<file path="src/design/psbt_pkg.sv">
// psbt_pkg: shared types and constants for the power switch budget timer.
// Used by psbt_update and power_switch_budget_timer. No dependencies.
package psbt_pkg;

    localparam int SEC_W   = 16;
    localparam int TPS_W   = 6;
    localparam int BLINK_W = 3;

    localparam logic [SEC_W-1:0]   STEP_RESET      = 16'd1800;
    localparam logic [TPS_W-1:0]   TPS_RESET       = 6'd20;
    localparam logic [SEC_W-1:0]   REBASE_AT       = 16'd50000;
    localparam logic [SEC_W-1:0]   REBASE_BY       = 16'd25000;
    localparam logic [SEC_W-1:0]   BUDGET_MAX      = 16'd65535;
    localparam logic [BLINK_W-1:0] OFF_BLINK_LIMIT = 3'd4;

    localparam logic KIND_TICK = 1'b0;
    localparam logic KIND_POLL = 1'b1;

    localparam logic CFG_STEP_SECONDS     = 1'b0;
    localparam logic CFG_TICKS_PER_SECOND = 1'b1;

    typedef struct packed {
        logic [SEC_W-1:0] step_seconds;
        logic [TPS_W-1:0] ticks_per_second;
    } cfg_t;

    typedef struct packed {
        logic kind;
        logic sw1_down;
        logic sw2_down;
    } item_t;

    typedef struct packed {
        logic [TPS_W-1:0]   tick_prescale;
        logic [SEC_W-1:0]   seconds_count;
        logic [SEC_W-1:0]   interval_start;
        logic [SEC_W-1:0]   budget_seconds;
        logic               press_latch;
        logic               switch_enabled;
        logic [BLINK_W-1:0] blink_count;
        logic               led_level;
    } state_t;

    localparam state_t STATE_RESET = '0;

endpackage

</file>
<file path="src/design/power_switch_budget_timer.sv">
// power_switch_budget_timer: top level with input register, state and result register.
// Depends on psbt_pkg and psbt_update.
//
//  channel | signals                                   | dir | notes
//  --------+-------------------------------------------+-----+-------------------------
//  in      | in_valid in_ready kind sw1_down sw2_down  | in  | tick or button poll request
//  out     | out_valid out_ready power_on led_on        | out | one result per request
//          | time_budget                               |     |
//  cfg     | cfg_write cfg_index cfg_data              | in  | 0 step_seconds, 1 ticks/sec
//
// One request per clock while results are taken; a result is valid once its request has moved to the result register.
// Request sits in the input register, the update is applied as it moves to the result register.
// A held result stalls the input register only once it too is full.
// Reset clears all timer state and loads step 1800, 20 ticks per second.
module power_switch_budget_timer
    import psbt_pkg::*;
(
    input  logic             clk,
    input  logic             rst_n,
    input  logic             in_valid,
    output logic             in_ready,
    input  logic             kind,
    input  logic             sw1_down,
    input  logic             sw2_down,
    output logic             out_valid,
    input  logic             out_ready,
    output logic             power_on,
    output logic             led_on,
    output logic [SEC_W-1:0] time_budget,
    input  logic             cfg_write,
    input  logic             cfg_index,
    input  logic [SEC_W-1:0] cfg_data
);

    logic   in_valid_reg;
    item_t  item_reg;
    logic   out_valid_reg;
    state_t state_reg;
    state_t state_next;
    cfg_t   cfg_reg;
    logic   advance;

    assign advance  = in_valid_reg && (!out_valid_reg || out_ready);
    assign in_ready = !in_valid_reg || advance;

    psbt_update u_update (
        .cur  (state_reg),
        .item (item_reg),
        .cfg  (cfg_reg),
        .nxt  (state_next)
    );

    always_ff @(posedge clk or negedge rst_n)
    begin
        if (!rst_n)
        begin
            cfg_reg.step_seconds     <= STEP_RESET;
            cfg_reg.ticks_per_second <= TPS_RESET;
        end
        else if (cfg_write)
        begin
            case (cfg_index)
                CFG_STEP_SECONDS:     cfg_reg.step_seconds     <= cfg_data;
                CFG_TICKS_PER_SECOND: cfg_reg.ticks_per_second <= cfg_data[TPS_W-1:0];
                default:              ;
            endcase
        end
    end

    always_ff @(posedge clk or negedge rst_n)
    begin
        if (!rst_n)
        begin
            in_valid_reg  <= 1'b0;
            out_valid_reg <= 1'b0;
            state_reg     <= STATE_RESET;
        end
        else
        begin
            if (in_ready)
            begin
                in_valid_reg <= in_valid;
            end
            if (advance)
            begin
                state_reg     <= state_next;
                out_valid_reg <= 1'b1;
            end
            else if (out_ready)
            begin
                out_valid_reg <= 1'b0;
            end
        end
    end

    always_ff @(posedge clk)
    begin
        if (in_valid && in_ready)
        begin
            item_reg <= '{kind: kind, sw1_down: sw1_down, sw2_down: sw2_down};
        end
    end

    assign out_valid   = out_valid_reg;
    assign power_on    = state_reg.switch_enabled;
    assign led_on      = state_reg.led_level;
    assign time_budget = state_reg.budget_seconds;

    a_on_has_budget: assert property (@(posedge clk) disable iff (!rst_n)
        state_reg.switch_enabled |-> (state_reg.budget_seconds != '0))
        else $error("power on with zero budget");

    a_blink_range: assert property (@(posedge clk) disable iff (!rst_n)
        state_reg.blink_count < OFF_BLINK_LIMIT)
        else $error("blink count out of range");

    a_advance_shows: assert property (@(posedge clk) disable iff (!rst_n)
        advance |=> out_valid_reg)
        else $error("update without result");

    a_state_hold: assert property (@(posedge clk) disable iff (!rst_n)
        !advance |=> $stable(state_reg))
        else $error("state changed without request");

endmodule

</file>
<file path="src/design/psbt_update.sv">
// psbt_update: single-pass next-state logic for one tick or poll request.
// Depends on psbt_pkg.
module psbt_update
    import psbt_pkg::*;
(
    input  state_t cur,
    input  item_t  item,
    input  cfg_t   cfg,
    output state_t nxt
);

    logic [TPS_W-1:0]   pre_inc;
    logic [BLINK_W-1:0] blink_tmp;
    logic [SEC_W:0]     budget_sum;
    logic [SEC_W-1:0]   elapsed;

    always_comb
    begin
        nxt        = cur;
        pre_inc    = cur.tick_prescale + 1'b1;
        blink_tmp  = cur.blink_count + 1'b1;
        budget_sum = '0;
        elapsed    = '0;

        if (item.kind == KIND_TICK)
        begin
            nxt.tick_prescale = pre_inc;
            if (pre_inc == cfg.ticks_per_second)
            begin
                nxt.tick_prescale = '0;
                nxt.seconds_count = cur.seconds_count + 1'b1;
                if (cur.switch_enabled)
                begin
                    nxt.led_level = ~cur.led_level;
                    blink_tmp     = '0;
                end
                else
                begin
                    blink_tmp = blink_tmp + 1'b1;
                end
                if (blink_tmp >= OFF_BLINK_LIMIT)
                begin
                    nxt.led_level = ~nxt.led_level;
                    blink_tmp     = '0;
                end
                nxt.blink_count = blink_tmp;
            end
        end
        else
        begin
            // subtract button wins; latch then blocks the add button
            if (item.sw1_down && !cur.press_latch)
            begin
                nxt.press_latch    = 1'b1;
                nxt.switch_enabled = 1'b1;
                if (cur.budget_seconds >= cfg.step_seconds)
                begin
                    nxt.budget_seconds = cur.budget_seconds - cfg.step_seconds;
                end
                else
                begin
                    nxt.budget_seconds = '0;
                    nxt.switch_enabled = 1'b0;
                end
            end
            else if (item.sw2_down && !cur.press_latch)
            begin
                nxt.press_latch = 1'b1;
                budget_sum = {1'b0, cur.budget_seconds} + {1'b0, cfg.step_seconds};
                nxt.budget_seconds = budget_sum[SEC_W] ? BUDGET_MAX : budget_sum[SEC_W-1:0];
                if (!cur.switch_enabled)
                begin
                    nxt.interval_start = cur.seconds_count;
                    nxt.switch_enabled = 1'b1;
                end
            end
            if (!item.sw1_down && !item.sw2_down)
            begin
                nxt.press_latch = 1'b0;
            end
            elapsed = cur.seconds_count - nxt.interval_start;
            if (elapsed >= nxt.budget_seconds)
            begin
                nxt.switch_enabled = 1'b0;
                nxt.budget_seconds = '0;
            end
            if (cur.seconds_count >= REBASE_AT)
            begin
                nxt.seconds_count = cur.seconds_count - REBASE_BY;
                if (nxt.switch_enabled)
                begin
                    nxt.interval_start = nxt.interval_start - REBASE_BY;
                end
            end
        end
    end

endmodule
</file>
<file path="config.mk">
export PLATFORM = sky130hd
export DESIGN_NAME = power_switch_budget_timer
export DESIGN_NICKNAME = d
export VERILOG_FILES = /design/src/design/psbt_pkg.sv /design/src/design/power_switch_budget_timer.sv /design/src/design/psbt_update.sv
export SDC_FILE = /design/constraint.sdc
export NUM_CORES = 1
export LEC_CHECK = 0
export BUFFER_PORTS_ARGS = -buffer_cell sky130_fd_sc_hd__buf_2
export CAP_MARGIN = 20
export CELL_PAD_IN_SITES_DETAIL_PLACEMENT = 1
export CELL_PAD_IN_SITES_GLOBAL_PLACEMENT = 1
export CORE_MARGIN = 1
export CORE_UTILIZATION = 50
export CTS_CLUSTER_DIAMETER = 150
export DETAILED_ROUTE_END_ITERATION = 6
export PLACE_DENSITY_LB_ADDON = 0.08
export REMOVE_ABC_BUFFERS = 1
export SYNTH_ARGS = -nofsm -noshare
export SYNTH_HDL_FRONTEND = slang
export SYNTH_HIERARCHICAL = 1
export SYNTH_SLANG_ARGS = --single-unit
</file>
<file path="constraint.sdc">
create_clock -name clk -period 9.59 [get_ports clk]
set_input_delay 1.918 -clock clk [delete_from_list [all_inputs] [get_ports clk]]
set_output_delay 1.918 -clock clk [all_outputs]
set_load 0.03 [all_outputs]
</file>
After elaboration in Yosys (flattened, before gate mapping)
Index checks and enable logic that the tools add are counted.
- register bits: 87
- word-level logic and storage cells: 83
- output and inout port bits: 20
- bitwise logic cells: 4
- $lt $le $gt $ge: 4
- reduce and logical (&&, ||, !) cells: 21
- eq/ne operators: 3
- mux-type cells: 27
- add/sub/neg operators: 9
- operators by type and width (cell ; count):
    $mux W16 ; 8
    $mux W18 ; 2
    $mux W34 ; 1
    $ge A16 B16 Y1 ; 2
    $mux W32 ; 1
    $sub A16 B15 Y16 const B ; 2
    $sub A16 B16 Y16 ; 2
    $mux W22 ; 1
    $add A16 B16 Y17 ; 1
    $add A16 B1 Y16 const B ; 1
    $ge A16 B16 Y1 const B ; 1
    $mux W3 ; 4
    $mux W1 ; 10
    $reduce_and A3 Y1 ; 3
    $reduce_and A2 Y1 ; 4
    $add A3 B1 Y3 const B ; 2
    $add A6 B1 Y6 const B ; 1
    $eq A6 B6 Y1 ; 1
    $logic_and A1 B1 Y1 ; 5
    $logic_not A1 Y1 ; 5
    $ne A4 B1 Y1 const B ; 1
    $not A1 Y1 ; 4
    $reduce_bool A2 Y1 ; 2
    $ge A3 B3 Y1 const B ; 1
    2 further kinds ; 3

Logic depth before layout (Yosys ltp)
Gate-level depths: netlist (run 1).
- word-level depth: 12
- mapped depth: 25
- gate-level depth less buffers: 22

By module
The synthesis (run 1) kept the hierarchy.
- by module, submodules not included (module ; times used ; area each (µm²) ; cells an instance):
    psbt_update ; 1 ; 4895.9 ; 714
    power_switch_budget_timer ; 1 ; 3661.0 ; 201

Worst setup path after synthesis (run 1)
OpenSTA, ideal clock, no wires.
- path kind: register to register
- from: reg state_reg, in the netlist power_on
- to: reg state_reg[33] (netlist bit)
- setup slack: 3.757 ns
- data arrival time: 5.708 ns
- stages on the path, launching flop included: 24
- clock period less this slack: 5.833 ns
- data required time: 9.465 ns
- cell sequence: dfrtp_1 -> nor4b_2 -> buf_4 -> buf_2 -> clkbuf_1 -> mux2i_1 -> ha_1 -> nor2b_1 -> o31a_1 -> nor3_1 -> o31a_1 -> a21oi_1 -> a211o_1 -> o31ai_1 -> xor2_1 -> ha_1 -> nand4_1 -> nor2_1 -> a211oi_1 -> clkbuf_1 -> nand4_1 -> xor2_1 -> mux2_2 -> mux2_4
- word-level cells in the longest chain between the ends: 10
- elaborated cells between the ends (all ways): 13
- those cells by class: add/sub (2); order compare (1); mux (10)
- ends and longest elaborated chain (element ; line ; RTL):
    start, declared ; power_switch_budget_timer.sv:38 ; state_t state_reg;
    start signal, assigned ; power_switch_budget_timer.sv:86 ; state_reg <= state_next;
    $mux W16 ; psbt_update.sv:71 ; if (!cur.switch_enabled)
    $mux W34 (*) ; psbt_update.sv:66 ; else if (item.sw2_down && !cur.press_latch)
    $mux W16 ; psbt_update.sv:52 ; if (item.sw1_down && !cur.press_latch)
    $mux W16 ; psbt_update.sv:25 ; if (item.kind == KIND_TICK)
    $sub A16 B16 Y16 ; psbt_update.sv:81 ; elapsed = cur.seconds_count - nxt.interval_start;
    $ge A16 B16 Y1 ; psbt_update.sv:82 ; if (elapsed >= nxt.budget_seconds)
    $mux W1 ; psbt_update.sv:82 ;
    $mux W1 ; psbt_update.sv:25 ;
    $mux W16 ; psbt_update.sv:90 ; if (nxt.switch_enabled)
    $mux W32 (*) ; psbt_update.sv:87 ; if (cur.seconds_count >= REBASE_AT)
Every way passes the cells marked *; elsewhere a longest branch is shown, timed or not. The select of a mux whose other input is x is not followed.
A chain may end at the register's enable or synchronous reset.

Final worst setup path (run 1)
- from: reg state_reg, in the netlist power_on
- to: reg state_reg, in the netlist time_budget[0]
- word-level cells in the longest chain between the ends: 7
- ends and longest elaborated chain (element ; line):
    $mux W16 ; psbt_update.sv:71
    $mux W34 ; psbt_update.sv:66
    $mux W16 ; psbt_update.sv:52
    $mux W16 ; psbt_update.sv:25
    $sub A16 B16 Y16 ; psbt_update.sv:81
    $ge A16 B16 Y1 ; psbt_update.sv:82
    $mux W16 ; psbt_update.sv:82
Every way passes these cells. The select of a mux whose other input is x is not followed.

==> metrics.txt, run 1 <==
# TYPE chip_impl_metric gauge
chip_impl_metric{name="hold_viol",unit=""} 0
chip_impl_metric{name="initial_core_util",unit=""} 0.513
chip_impl_info{name="outcome",value="complete, no violations"} 1
chip_impl_metric{name="num_rows",unit=""} 47
chip_impl_metric{name="timing.final.ws_setup",unit="ns"} 3.82
chip_impl_metric{name="detail_route.drc_violations",unit=""} 0
chip_impl_metric{name="synthToLayoutAreaGrowth",unit="%"} 6.22
chip_impl_metric{name="num_io_pins",unit=""} 45
chip_impl_metric{name="grt_use_met2",unit=""} 0.497
chip_impl_metric{name="reg2reg_slack",unit="ns"} 3.82
chip_impl_info{name="top_usage_layer",value="met2"} 1
chip_impl_info{name="timing.critical_path.cells",value="nor4b_4, buf_4, mux2i_1, ha_1, nor2b_1, o31a_1, nor3_1, o31a_1, a21oi_1, a211o_1, o31ai_1, xor2_1, ha_1, o21ai_0, a21oi_1, a211oi_1, buf_4, nand2_1, inv_1, a22o_1, mux2_4"} 1
chip_impl_info{name="tritoncts_clock_tree",value="done"} 1
chip_impl_metric{name="clk_path_buf_depth",unit=""} 2
chip_impl_metric{name="final_layout_size_suffix_gt1_frac",unit=""} 0.214
chip_impl_metric{name="multiInputGateArea",unit="um2"} 5770
chip_impl_info{name="unrepaired_setup_endpoints_after_global_routing",value="false"} 1
chip_impl_metric{name="max-vdd-ir-drop",unit="V"} 0.000130
chip_impl_metric{name="drv_cap",unit=""} 0
chip_impl_info{name="crit_type",value="flip-flop to flip-flop"} 1
chip_impl_metric{name="largest_register_ffs",unit=""} 41
chip_impl_metric{name="worst_path_largest_cell_delay",unit="ns"} 0.59
chip_impl_metric{name="setup_total_negative_slack",unit="ns"} 0
chip_impl_metric{name="grt_pass1_vias",unit=""} 7582
chip_impl_metric{name="first_pass_grt_wire_length",unit="um"} 40400
chip_impl_info{name="regToRegEndpoint",value="time_budget[0]"} 1
chip_impl_metric{name="drt-pass1-iter-count",unit=""} 4
chip_impl_metric{name="combinational_fraction_of_design_power",unit=""} 0.579
chip_impl_metric{name="clock_power_share",unit=""} 0.183
chip_impl_info{name="most-common-layout-cells",value="dfrtp_1, mux2_4, ha_1, o21ai_0"} 1
chip_impl_info{name="hold_end",value="cfg_reg[5]"} 1
chip_impl_metric{name="maximum_number_of_pins_on_one_net_before_global_route_repair",unit=""} 54
chip_impl_info{name="timing.rr.start",value="power_on"} 1
chip_impl_metric{name="use_met3",unit=""} 0.0452
chip_impl_metric{name="die-area",unit="um2"} 17500
chip_impl_info{name="cp-end-kind",value="flip-flop"} 1
chip_impl_metric{name="final_antenna_net_count",unit=""} 0
chip_impl_metric{name="fin_nets",unit=""} 1012
chip_impl_metric{name="clkSinkCount",unit=""} 86
chip_impl_metric{name="final_min_period_over_clock_period",unit=""} 0.602
chip_impl_metric{name="powerDensity",unit="nW/um2"} 244
chip_impl_metric{name="dp_hpwl",unit="um"} 17800
chip_impl_metric{name="seq_area",unit="um2"} 2170
chip_impl_metric{name="synthesized_netlist_cell_count",unit=""} 912
chip_impl_metric{name="power.static_leakage",unit="nW"} 4.16
chip_impl_metric{name="insertedDiodeCount",unit=""} 0
chip_impl_metric{name="syn-mean-instance-area",unit="um2"} 9.33
chip_impl_metric{name="worstMarginPinSlew",unit="ns"} 1.07
chip_impl_metric{name="setup_violations",unit=""} 0
chip_impl_info{name="crit_slowest_cell",value="nand2_1"} 1
chip_impl_metric{name="post_cts.repair.setup_buffers",unit=""} 0
chip_impl_metric{name="insertion_delay",unit="ns"} 0.36
chip_impl_metric{name="cts_hold_buf",unit=""} 0
chip_impl_metric{name="port_buffers",unit=""} 44
chip_impl_info{name="crit_path_start_kind",value="flip-flop"} 1
chip_impl_metric{name="number_of_antenna_violations_at_the_first_check_in_global_routing",unit=""} 0
chip_impl_metric{name="timing.fmax",unit="MHz"} 173
chip_impl_metric{name="detail_route.iter0.violations",unit=""} 391
chip_impl_metric{name="grt.overflow.total",unit=""} 0
chip_impl_metric{name="worstPathArrival",unit="ns"} 6.02
chip_impl_info{name="hold_path.startpoint",value="cfg_reg[5]"} 1
chip_impl_metric{name="cts_resized",unit=""} 0
chip_impl_info{name="critical_path.top_delay_family",value="compound AO/OA/AOI/OAI gates"} 1
chip_impl_metric{name="routed_via_density",unit=""} 6.29
chip_impl_metric{name="clkTransAtPathRegs",unit="ns"} 0.08
chip_impl_metric{name="ys.warnings.count",unit=""} 6
chip_impl_info{name="mostFrequentLayoutCell",value="dfrtp_1"} 1
chip_impl_metric{name="cts_inserted_buffers",unit=""} 9
chip_impl_metric{name="synth_area",unit="um2"} 8510
chip_impl_metric{name="worstPathMaxFanout",unit=""} 29
chip_impl_metric{name="place_ws",unit="ns"} 3.90
chip_impl_metric{name="totalWireLength",unit="um"} 24500
chip_impl_metric{name="hold_path_depth",unit=""} 1
chip_impl_metric{name="critical_path_required",unit="ns"} 9.84
chip_impl_metric{name="grt_util_met1",unit=""} 0.383
chip_impl_metric{name="period_needed",unit="ns"} 5.77
chip_impl_metric{name="critical_path_buf_inv_count",unit=""} 3
chip_impl_metric{name="n_fill_cell",unit=""} 1916
chip_impl_metric{name="placer_s_final_routability_congestion_estimate",unit=""} 0.880
chip_impl_metric{name="via_count",unit=""} 7174
chip_impl_metric{name="design.core.area",unit="um2"} 16600
chip_impl_metric{name="timing.final.max_slew_violations",unit=""} 0
chip_impl_metric{name="fp.dieH",unit="um"} 132
chip_impl_metric{name="power.sequential.fraction",unit=""} 0.239
chip_impl_metric{name="grt_util_all_layers",unit=""} 0.291
chip_impl_metric{name="cts-htree-levels",unit=""} 3
chip_impl_info{name="clock_tree.root_cell",value="clkbuf_16"} 1
chip_impl_metric{name="average_wire_length_per_cell_after_detail_routing",unit="um"} 21.5
chip_impl_metric{name="r2r_cells",unit=""} 21
chip_impl_metric{name="skew",unit="ns"} 0.0118
chip_impl_metric{name="p_sw",unit="mW"} 1.01
chip_impl_metric{name="die_x",unit="um"} 132
chip_impl_metric{name="sw_share",unit=""} 0.459
chip_impl_metric{name="slew_headroom",unit=""} 0.282
chip_impl_metric{name="cell_internal_pwr",unit="mW"} 1.19
chip_impl_info{name="worst_hold_path_class",value="flip-flop to flip-flop"} 1
## through the flow
| stage | cells | utilization | area (um2) | total power [mW] | hold slack, ns |
|---|---|---|---|---|---|
| after CTS | 1140 | 0.545 | 9040 | 2.22 | 0.537 |
| after global routing | 1140 | 0.545 | 9040 | 2.37 | 0.545 |
| after floorplan | 850 | - | 8100 | 1.43 | 0.499 |
| final | 1140 | 0.545 | 9040 | 2.21 | 0.536 |
| after global placement | 1123 | 0.524 | 8680 | 1.74 | 0.512 |
| after detailed placement | 1124 | 0.525 | 8710 | 1.79 | 0.515 |
## power by group through the flow
stage | registers [mW] | clock network, mW | logic, mW
finish | 0.527 | 0.403 | 1.28
global route | 0.540 | 0.426 | 1.40
CTS | 0.528 | 0.418 | 1.27
detailed placement | 0.533 | 0 | 1.26
global placement | 0.524 | 0 | 1.21
floorplan | 0.546 | 0 | 0.884
## metal layers
| layer | routed length (um) | up-vias |
|---|---|---|
| met5 | 0 | - |
| met4 | 411 | 0 |
| met3 | 883 | 27 |
| met2 | 11800 | 151 |
| met1 | 11400 | 3678 |
| li1 | - | 3318 |
## layout make-up
class	instances	area share
timing repair buffer	54	0.0352
inverter	45	0.0187
multi-input combinational	719	0.639
clock buffer	9	0.0249
clock inverter	7	0.0115
sequential	86	0.241
tap	220	0.0304
## how the worst max path moves through the flow
| stage | end | depth (start not counted) | slack (ns) | from |
|---|---|---|---|---|
| detailed placement | time_budget[0] | 21 | 3.90 | power_on |
| floorplan | state_reg[31] | 19 | 2.59 | power_on |
| global placement | time_budget[0] | 21 | 4.00 | power_on |
| CTS | time_budget[0] | 21 | 3.86 | power_on |
| global route | time_budget[12] | 21 | 3.53 | power_on |
| finish | time_budget[0] | 21 | 3.82 | power_on |
No activity file was read; power rests on OpenSTA's default activity.
==> inputs of run 2 (changes only) <==
ABC_AREA = 1   (was not set)
CORE_UTILIZATION = 41   (was 50)
clock period = 4.8 ns   (was 9.59 ns; I/O delays follow)
==> run 2 against run 1 <==
Sequential power grew 100%; sequential share of layout area shrank 2.2 points; cell area grew 10%; synthesized area grew 7.9%; fmax grew 30%; non-clock buffer count grew 33; first-iteration DRC count grew 29%; power grew to 2.5 times the previous value; global-route usage shrank 0.71 points; setup slack lost 3.4 ns; clock power grew 86%; critical path depth grew 9.
==> metrics.txt, run 2 <==
# TYPE chip_impl_metric gauge
chip_impl_metric{name="power.static_leakage",unit="nW"} 5.55
chip_impl_metric{name="timing.fmax",unit="MHz"} 226
chip_impl_metric{name="initial_core_util",unit=""} 0.419
chip_impl_metric{name="largest_register_ffs",unit=""} 41
chip_impl_metric{name="skew",unit="ns"} 0.0129
chip_impl_metric{name="p_sw",unit="mW"} 3.07
chip_impl_metric{name="insertedDiodeCount",unit=""} 0
chip_impl_metric{name="fin_nets",unit=""} 1598
chip_impl_metric{name="maximum_number_of_pins_on_one_net_before_global_route_repair",unit=""} 62
chip_impl_metric{name="grt_pass1_vias",unit=""} 9530
chip_impl_info{name="mostFrequentLayoutCell",value="nand2_1"} 1
chip_impl_info{name="route.top_layer_used",value="met4"} 1
chip_impl_metric{name="grt.overflow.total",unit=""} 0
chip_impl_metric{name="first_pass_grt_wire_length",unit="um"} 50300
chip_impl_metric{name="port_buffers",unit=""} 44
chip_impl_metric{name="period_needed",unit="ns"} 4.43
chip_impl_metric{name="finalCoreUtilization",unit=""} 0.456
chip_impl_metric{name="average_wire_length_per_cell_after_detail_routing",unit="um"} 17.8
chip_impl_metric{name="final_layout_size_suffix_gt1_frac",unit=""} 0.101
chip_impl_metric{name="number_of_antenna_violations_at_the_first_check_in_global_routing",unit=""} 0
chip_impl_metric{name="worstPathArrival",unit="ns"} 4.67
chip_impl_metric{name="setup_violations",unit=""} 0
chip_impl_info{name="most-common-layout-cells",value="nand2_1, nand3_1, inv_1, nor2_1, dfrtp_1"} 1
chip_impl_metric{name="final_min_period_over_clock_period",unit=""} 0.923
chip_impl_info{name="hold_end",value="cfg_reg[14]"} 1
chip_impl_info{name="timing.rr.start",value="time_budget[0]"} 1
chip_impl_metric{name="num_rows",unit=""} 54
chip_impl_info{name="hold_path.startpoint",value="cfg_reg[14]"} 1
chip_impl_metric{name="synth_area",unit="um2"} 9180
chip_impl_metric{name="routed_via_density",unit=""} 5.37
chip_impl_metric{name="timing.final.max_slew_violations",unit=""} 0
chip_impl_metric{name="detail_route.drc_violations",unit=""} 0
chip_impl_metric{name="timing.final.ws_setup",unit="ns"} 0.368
chip_impl_metric{name="dp_hpwl",unit="um"} 23400
chip_impl_info{name="outcome",value="complete, no violations"} 1
chip_impl_metric{name="grt_util_all_layers",unit=""} 0.284
chip_impl_metric{name="clk_path_buf_depth",unit=""} 2
chip_impl_metric{name="max-vdd-ir-drop",unit="V"} 0.000235
chip_impl_metric{name="met1_layer_wirelength_in_the_final_routing",unit="um"} 14900
chip_impl_metric{name="reg2reg_slack",unit="ns"} 0.37
chip_impl_metric{name="drt-pass1-iter-count",unit=""} 4
chip_impl_metric{name="hold_viol",unit=""} 0
chip_impl_metric{name="combinational_fraction_of_design_power",unit=""} 0.675
chip_impl_metric{name="r2r_cells",unit=""} 30
chip_impl_info{name="regToRegEndpoint",value="state_reg[27]"} 1
chip_impl_metric{name="critical_path_required",unit="ns"} 5.04
chip_impl_metric{name="powerDensity",unit="nW/um2"} 559
chip_impl_info{name="cpMostUsedCell",value="nand2_1"} 1
chip_impl_metric{name="insertion_delay",unit="ns"} 0.36
chip_impl_metric{name="worst_path_largest_cell_delay",unit="ns"} 0.45
chip_impl_metric{name="cts_inserted_buffers",unit=""} 9
chip_impl_metric{name="syn-mean-instance-area",unit="um2"} 6.23
chip_impl_metric{name="sw_share",unit=""} 0.551
chip_impl_metric{name="die-area",unit="um2"} 23000
chip_impl_metric{name="totalWireLength",unit="um"} 31800
chip_impl_metric{name="ys.warnings.count",unit=""} 6
chip_impl_metric{name="clkSinkCount",unit=""} 86
chip_impl_metric{name="worstPathMaxFanout",unit=""} 8
chip_impl_info{name="crit_slowest_cell",value="dfrtp_2"} 1
chip_impl_metric{name="power.sequential.fraction",unit=""} 0.190
chip_impl_metric{name="routed-wl-met3",unit="um"} 648
chip_impl_metric{name="via_count",unit=""} 9587
chip_impl_metric{name="hold_path_depth",unit=""} 2
chip_impl_metric{name="final_antenna_net_count",unit=""} 0
chip_impl_info{name="tritoncts_clock_tree",value="done"} 1
chip_impl_info{name="clock_tree.root_cell",value="clkbuf_16"} 1
chip_impl_info{name="cp-end-kind",value="flip-flop"} 1
chip_impl_info{name="crit_type",value="flip-flop to flip-flop"} 1
chip_impl_metric{name="num_io_pins",unit=""} 45
chip_impl_metric{name="detail_route.iter0.violations",unit=""} 505
chip_impl_metric{name="synthesized_netlist_cell_count",unit=""} 1474
chip_impl_metric{name="place_ws",unit="ns"} 0.248
chip_impl_metric{name="worstMarginPinSlew",unit="ns"} 0.763
chip_impl_metric{name="fp.dieH",unit="um"} 152
chip_impl_metric{name="clock_power_share",unit=""} 0.134
chip_impl_metric{name="clkTransAtPathRegs",unit="ns"} 0.08
chip_impl_info{name="worst_hold_path_class",value="flip-flop to flip-flop"} 1
chip_impl_metric{name="cts-htree-levels",unit=""} 3
chip_impl_metric{name="cell_internal_pwr",unit="mW"} 2.50
chip_impl_metric{name="setup_total_negative_slack",unit="ns"} 0
chip_impl_metric{name="design.core.area",unit="um2"} 21900
chip_impl_metric{name="slew_headroom",unit=""} 0.491
chip_impl_metric{name="met2WireLength",unit="um"} 15600
chip_impl_info{name="crit_path_start_kind",value="flip-flop"} 1
chip_impl_metric{name="drv_cap",unit=""} 0
chip_impl_metric{name="placer_s_final_routability_congestion_estimate",unit=""} 0.916
chip_impl_metric{name="synthToLayoutAreaGrowth",unit="%"} 8.60
chip_impl_metric{name="die_x",unit="um"} 152
==> run 2: worst max path at each step <==
stage / start / endpoint / slack (ns) / depth (start not counted)
6_report: time_budget[0] / state_reg[27] / 0.37 / 30
4_1_cts: time_budget[0] / state_reg[30] / 0.15 / 29
3_5_place_dp: item_reg[1] / state_reg[26] / 0.25 / 25
2_1_floorplan: state_reg[5] / time_budget[8] / -0.19 / 24
5_1_grt: time_budget[0] / state_reg[29] / -0.002 / 30
3_3_place_gp: cfg_reg[14] / state_reg[27] / 0.30 / 27
==> run 2: critical path, delay by kind of cell, from the launching register on <==
kind / cells / cell delay [ns]
DFF: 1 / 0.45
and+or+nand+nor: 21 / 2.36
buffers and inverters: 6 / 0.66
adders and majority gates: 3 / 0.83
==> run 2: repair_timing <==
item	4_1_cts	5_1_grt
resized for setup	0	9
setup endpoints to repair	0	26
buffers inserted	0	5
hold buffers	0	0
==> run 2: area by class of cell <==
cell class / instances / area, um2
Timing Repair Buffer: 87 / 546
Clock buffer: 9 / 225
Inverter: 155 / 586
Sequential cell: 86 / 2180
Timing Repair inverter: 1 / 7.51
Clock inverter: 7 / 73.8
Tap cell: 280 / 350
Fill cell: 3016 / 11900
Multi-Input combinational cell: 1161 / 6010
==> run 2: power groups by stage <==
stage	registers [mW]	logic [mW]	clock network [mW]
final	1.06	3.76	0.748
after global routing	1.08	4.22	0.792
after CTS	1.06	3.69	0.770
after detailed placement	1.07	3.65	0
after global placement	1.07	3.57	0
after floorplan	1.19	2.36	0
==> run 2: layer usage <==
metal / vias to the layer above / track usage
met4: 0 / 0.0827
met3: 43 / 0.0257
met5: - / 0
met1: 4682 / 0.367
met2: 125 / 0.499
li1: 4737 / -
==> run 2: per-stage QoR <==
stage          cells  total power [mW]  hold slack (ns)  area (um2)
3_5_place_dp    1764              4.72            0.475        9600
4_1_cts         1780              5.52            0.487        9900
5_1_grt         1786              6.10            0.510        9970
3_3_place_gp    1764              4.64            0.456        9600
2_1_floorplan   1402              3.55            0.442        8740
6_report        1786              5.57            0.485        9970
==> inputs of run 3 (changes only) <==
MAX_ROUTING_LAYER = met4   (was not set)
SYNTH_HIERARCHICAL = not set   (was 1)
==> run 3 against run 2 <==
Critical path type unchanged; hold slack got worse by 0.0087 ns; critical endpoint is now state_reg[36]; cell count fell by 14%; highest routed layer unchanged; non-clock buffer count fell by 19; synthesized area fell by 12%; sequential share of layout area rose by 2.6 points.
==> metrics.txt, run 3 <==
# TYPE chip_impl_metric gauge
chip_impl_metric{name="grt.overflow.total",unit=""} 0
chip_impl_metric{name="seq_area",unit="um2"} 2170
chip_impl_metric{name="drv_cap",unit=""} 0
chip_impl_metric{name="synth_area",unit="um2"} 8110
chip_impl_info{name="unrepaired_setup_endpoints_after_global_routing",value="false"} 1
chip_impl_metric{name="slew_headroom",unit=""} 0.473
chip_impl_metric{name="detailed_place.area",unit="um2"} 8550
chip_impl_metric{name="synthesized_netlist_cell_count",unit=""} 1245
chip_impl_info{name="cp-end-kind",value="flip-flop"} 1
chip_impl_metric{name="xor_xnor_share_of_the_synthesized_area",unit=""} 0.0562
chip_impl_info{name="crit_path_start_kind",value="flip-flop"} 1
chip_impl_metric{name="maximum_number_of_pins_on_one_net_before_global_route_repair",unit=""} 52
chip_impl_metric{name="via_count",unit=""} 7876
chip_impl_metric{name="combinational_fraction_of_design_power",unit=""} 0.621
chip_impl_metric{name="synth_enable_flop_cells",unit=""} 3
chip_impl_info{name="outcome",value="complete, no violations"} 1
chip_impl_metric{name="post_cts.repair.setup_buffers",unit=""} 0
chip_impl_metric{name="fp.dieH",unit="um"} 143
chip_impl_info{name="clock_tree.root_cell",value="clkbuf_16"} 1
chip_impl_metric{name="yosys-mux-area-fraction",unit=""} 0
chip_impl_info{name="yosys-top-cells-area",value="dfrtp_1, nand2_1, ha_1, inv_1, nand3_1"} 1
chip_impl_metric{name="timing.final.max_slew_violations",unit=""} 0
chip_impl_metric{name="hold_viol",unit=""} 0
chip_impl_metric{name="synthSimpleGateAreaFrac",unit=""} 0.324
chip_impl_metric{name="finalInstanceArea",unit="um2"} 8910
chip_impl_info{name="mostFrequentLayoutCell",value="nand2_1"} 1
chip_impl_metric{name="initial_core_util",unit=""} 0.418
chip_impl_info{name="worst_hold_path_class",value="flip-flop to flip-flop"} 1
chip_impl_metric{name="ys.warnings.count",unit=""} 0
chip_impl_metric{name="reg2reg_slack",unit="ns"} 0.44
chip_impl_metric{name="clock_power_share",unit=""} 0.158
chip_impl_metric{name="port_buffers",unit=""} 44
chip_impl_metric{name="design.core.area",unit="um2"} 19400
chip_impl_metric{name="dp_hpwl",unit="um"} 20400
chip_impl_info{name="timing.rr.start",value="state_reg[5]"} 1
chip_impl_metric{name="timing.fmax",unit="MHz"} 229
chip_impl_metric{name="sw_share",unit=""} 0.515
chip_impl_metric{name="powerDensity",unit="nW/um2"} 539
chip_impl_info{name="hold_path.startpoint",value="led_on"} 1
chip_impl_info{name="synth_top_area_cell",value="dfrtp_1"} 1
chip_impl_metric{name="largest_register_ffs",unit=""} 41
chip_impl_metric{name="grt_util_all_layers",unit=""} 0.277
chip_impl_metric{name="p_sw",unit="mW"} 2.48
chip_impl_info{name="regToRegEndpoint",value="state_reg[36]"} 1
chip_impl_metric{name="worstPathArrival",unit="ns"} 4.60
chip_impl_metric{name="power.sequential.fraction",unit=""} 0.221
chip_impl_metric{name="num_io_pins",unit=""} 45
chip_impl_metric{name="grt_pass1_vias",unit=""} 8111
chip_impl_metric{name="skew",unit="ns"} 0.00918
chip_impl_metric{name="hold_path_depth",unit=""} 1
chip_impl_metric{name="power.static_leakage",unit="nW"} 4.81
chip_impl_metric{name="worstPathMaxFanout",unit=""} 27
chip_impl_metric{name="yosysSeqAreaShare",unit=""} 0.268
chip_impl_metric{name="die_x",unit="um"} 143
chip_impl_metric{name="num_rows",unit=""} 51
chip_impl_metric{name="final_antenna_net_count",unit=""} 0
chip_impl_metric{name="die-area",unit="um2"} 20300
chip_impl_metric{name="number_of_antenna_violations_at_the_first_check_in_global_routing",unit=""} 0
chip_impl_info{name="synthFlopType",value="dfrtp_1"} 1
chip_impl_metric{name="final_min_period_over_clock_period",unit=""} 0.909
chip_impl_metric{name="cell_internal_pwr",unit="mW"} 2.33
chip_impl_info{name="crit_type",value="flip-flop to flip-flop"} 1
chip_impl_metric{name="setup_violations",unit=""} 0
chip_impl_info{name="most-common-layout-cells",value="nand2_1, inv_1, nand3_1, nor2_1, o21ai_0"} 1
chip_impl_info{name="synth_most_common_cell",value="nand2_1"} 1
chip_impl_metric{name="async_reset_ff_frac",unit=""} 0.965
chip_impl_metric{name="synth.ff_latch_count",unit=""} 86
chip_impl_metric{name="worstMarginPinSlew",unit="ns"} 0.791
chip_impl_metric{name="detail_route.iter0.violations",unit=""} 377
chip_impl_metric{name="setup_total_negative_slack",unit="ns"} 0
chip_impl_metric{name="placed_cells",unit=""} 1527
chip_impl_metric{name="insertedDiodeCount",unit=""} 0
chip_impl_metric{name="layoutNonFillerInstCount",unit=""} 1544
chip_impl_metric{name="synth.distinct_cells",unit=""} 42
chip_impl_metric{name="detail_route.drc_violations",unit=""} 0
chip_impl_metric{name="critical_path_required",unit="ns"} 5.04
chip_impl_metric{name="synthToLayoutAreaGrowth",unit="%"} 9.88
chip_impl_metric{name="fin_nets",unit=""} 1371
chip_impl_metric{name="totalWireLength",unit="um"} 25900
chip_impl_metric{name="clk_path_buf_depth",unit=""} 2
chip_impl_metric{name="period_needed",unit="ns"} 4.36
chip_impl_info{name="ys_top_cells_by_count",value="nand2_1, inv_1, nand3_1"} 1
chip_impl_metric{name="timing.final.ws_setup",unit="ns"} 0.438
chip_impl_metric{name="r2r_cells",unit=""} 22
chip_impl_metric{name="cts_hold_buf",unit=""} 0
chip_impl_metric{name="cts-htree-levels",unit=""} 3
chip_impl_metric{name="n_fill_cell",unit=""} 2630
chip_impl_metric{name="synth_compound_area_frac",unit=""} 0.122
chip_impl_metric{name="routed_via_density",unit=""} 5.10
chip_impl_metric{name="place_ws",unit="ns"} 0.293
chip_impl_metric{name="drt-pass1-iter-count",unit=""} 4
chip_impl_metric{name="max-vdd-ir-drop",unit="V"} 0.000236
chip_impl_metric{name="synth_top_cell_area_share",unit=""} 0.238
chip_impl_metric{name="syn-mean-instance-area",unit="um2"} 6.51
chip_impl_metric{name="clkSinkCount",unit=""} 86
chip_impl_metric{name="insertion_delay",unit="ns"} 0.35
chip_impl_metric{name="cts_inserted_buffers",unit=""} 9
chip_impl_info{name="tritoncts_clock_tree",value="done"} 1
chip_impl_info{name="hold_end",value="led_on"} 1
chip_impl_metric{name="first_pass_grt_wire_length",unit="um"} 42100
chip_impl_metric{name="adder_and_majority_gate_portion_of_the_synthesized_area",unit=""} 0.114
chip_impl_metric{name="clkTransAtPathRegs",unit="ns"} 0.07
chip_impl_metric{name="placer_s_final_routability_congestion_estimate",unit=""} 0.876
chip_impl_metric{name="multiInputGateArea",unit="um2"} 5010
chip_impl_metric{name="final_layout_size_suffix_gt1_frac",unit=""} 0.0844
chip_impl_metric{name="cts_resized",unit=""} 0
chip_impl_info{name="dominant_combinational_cell_family_by_area_after_synthesis",value="simple AND/OR/NAND/NOR gates"} 1
chip_impl_metric{name="average_wire_length_per_cell_after_detail_routing",unit="um"} 16.8
-- run 3: worst max-delay path by stage --
stage / from / to / slack (ns) / cells past startpoint
final: state_reg[5] / state_reg[36] / 0.44 / 22
after floorplan: power_on / state_reg[25] / 0.23 / 22
after global placement: cfg_reg[15] / state_reg[35] / 0.36 / 26
after CTS: cfg_reg[15] / state_reg[36] / 0.27 / 26
after global routing: state_reg[5] / state_reg[35] / 0.03 / 23
after detailed placement: cfg_reg[15] / state_reg[35] / 0.29 / 26
-- run 3: power by group through the flow --
| stage | clock network, mW | registers, mW | logic (mW) |
|---|---|---|---|
| 2_1_floorplan | 0 | 1.17 | 1.96 |
| 3_3_place_gp | 0 | 1.07 | 2.91 |
| 3_5_place_dp | 0 | 1.08 | 2.95 |
| 4_1_cts | 0.779 | 1.06 | 2.97 |
| 5_1_grt | 0.799 | 1.09 | 3.40 |
| 6_report | 0.758 | 1.06 | 2.99 |
-- run 3: final cells by class --
type                    instances  share of cell area
repair buffers                 68              0.0479
inverters                     173              0.0732
well taps                     265              0.0372
flip-flops and latches         86               0.244
multi-input cells             936               0.563
clock buffers                   9              0.0253
clock inverters                 7             0.00941
-- run 3: cell families (layout without fill, tap and decap cells) --
group,count (synthesis),in the layout
AOI/OAI and AO/OA,182,182
adders and majority gates,72,72
DFF,86,86
xor gates and xnor gates,52,52
and+or+nand+nor,630,630
buffers and inverters,223,257
-- run 3: worst max-delay path, cell delays in order (launching register included) --
cell and delay, ns:
dfrtp_1 0.42, nor2_4 0.14, buf_6 0.27, nand3_1 0.12
nand2_1 0.17, inv_1 0.09, ha_1 0.35, a21oi_1 0.23
o21ai_0 0.12, a21oi_1 0.30, o21ai_0 0.20, a31oi_1 0.20
xnor2_1 0.17, ha_1 0.26, nand2_1 0.07, o21ai_0 0.10
a21oi_1 0.14, nand3_1 0.15, nor2_4 0.24, buf_4 0.24
nand4_1 0.11, nand3_1 0.10, nand2_1 0.05
-- run 3: layer usage --
layer / track usage / vias up / routed length (um)
met1: 0.336 / 3727 / 12100
met5: - / - / 0
met3: 0.0369 / 32 / 692
met4: 0.0956 / 0 / 648
li1: - / 4019 / -
met2: 0.473 / 98 / 12500
-- run 3: metrics by stage --
step	hold WS (ns)	power (mW)	utilization
after global routing	0.508	5.29	0.459
after CTS	0.480	4.82	0.457
after global placement	0.460	3.98	0.441
after floorplan	0.449	3.13	-
after detailed placement	0.464	4.03	0.441
final	0.476	4.81	0.459
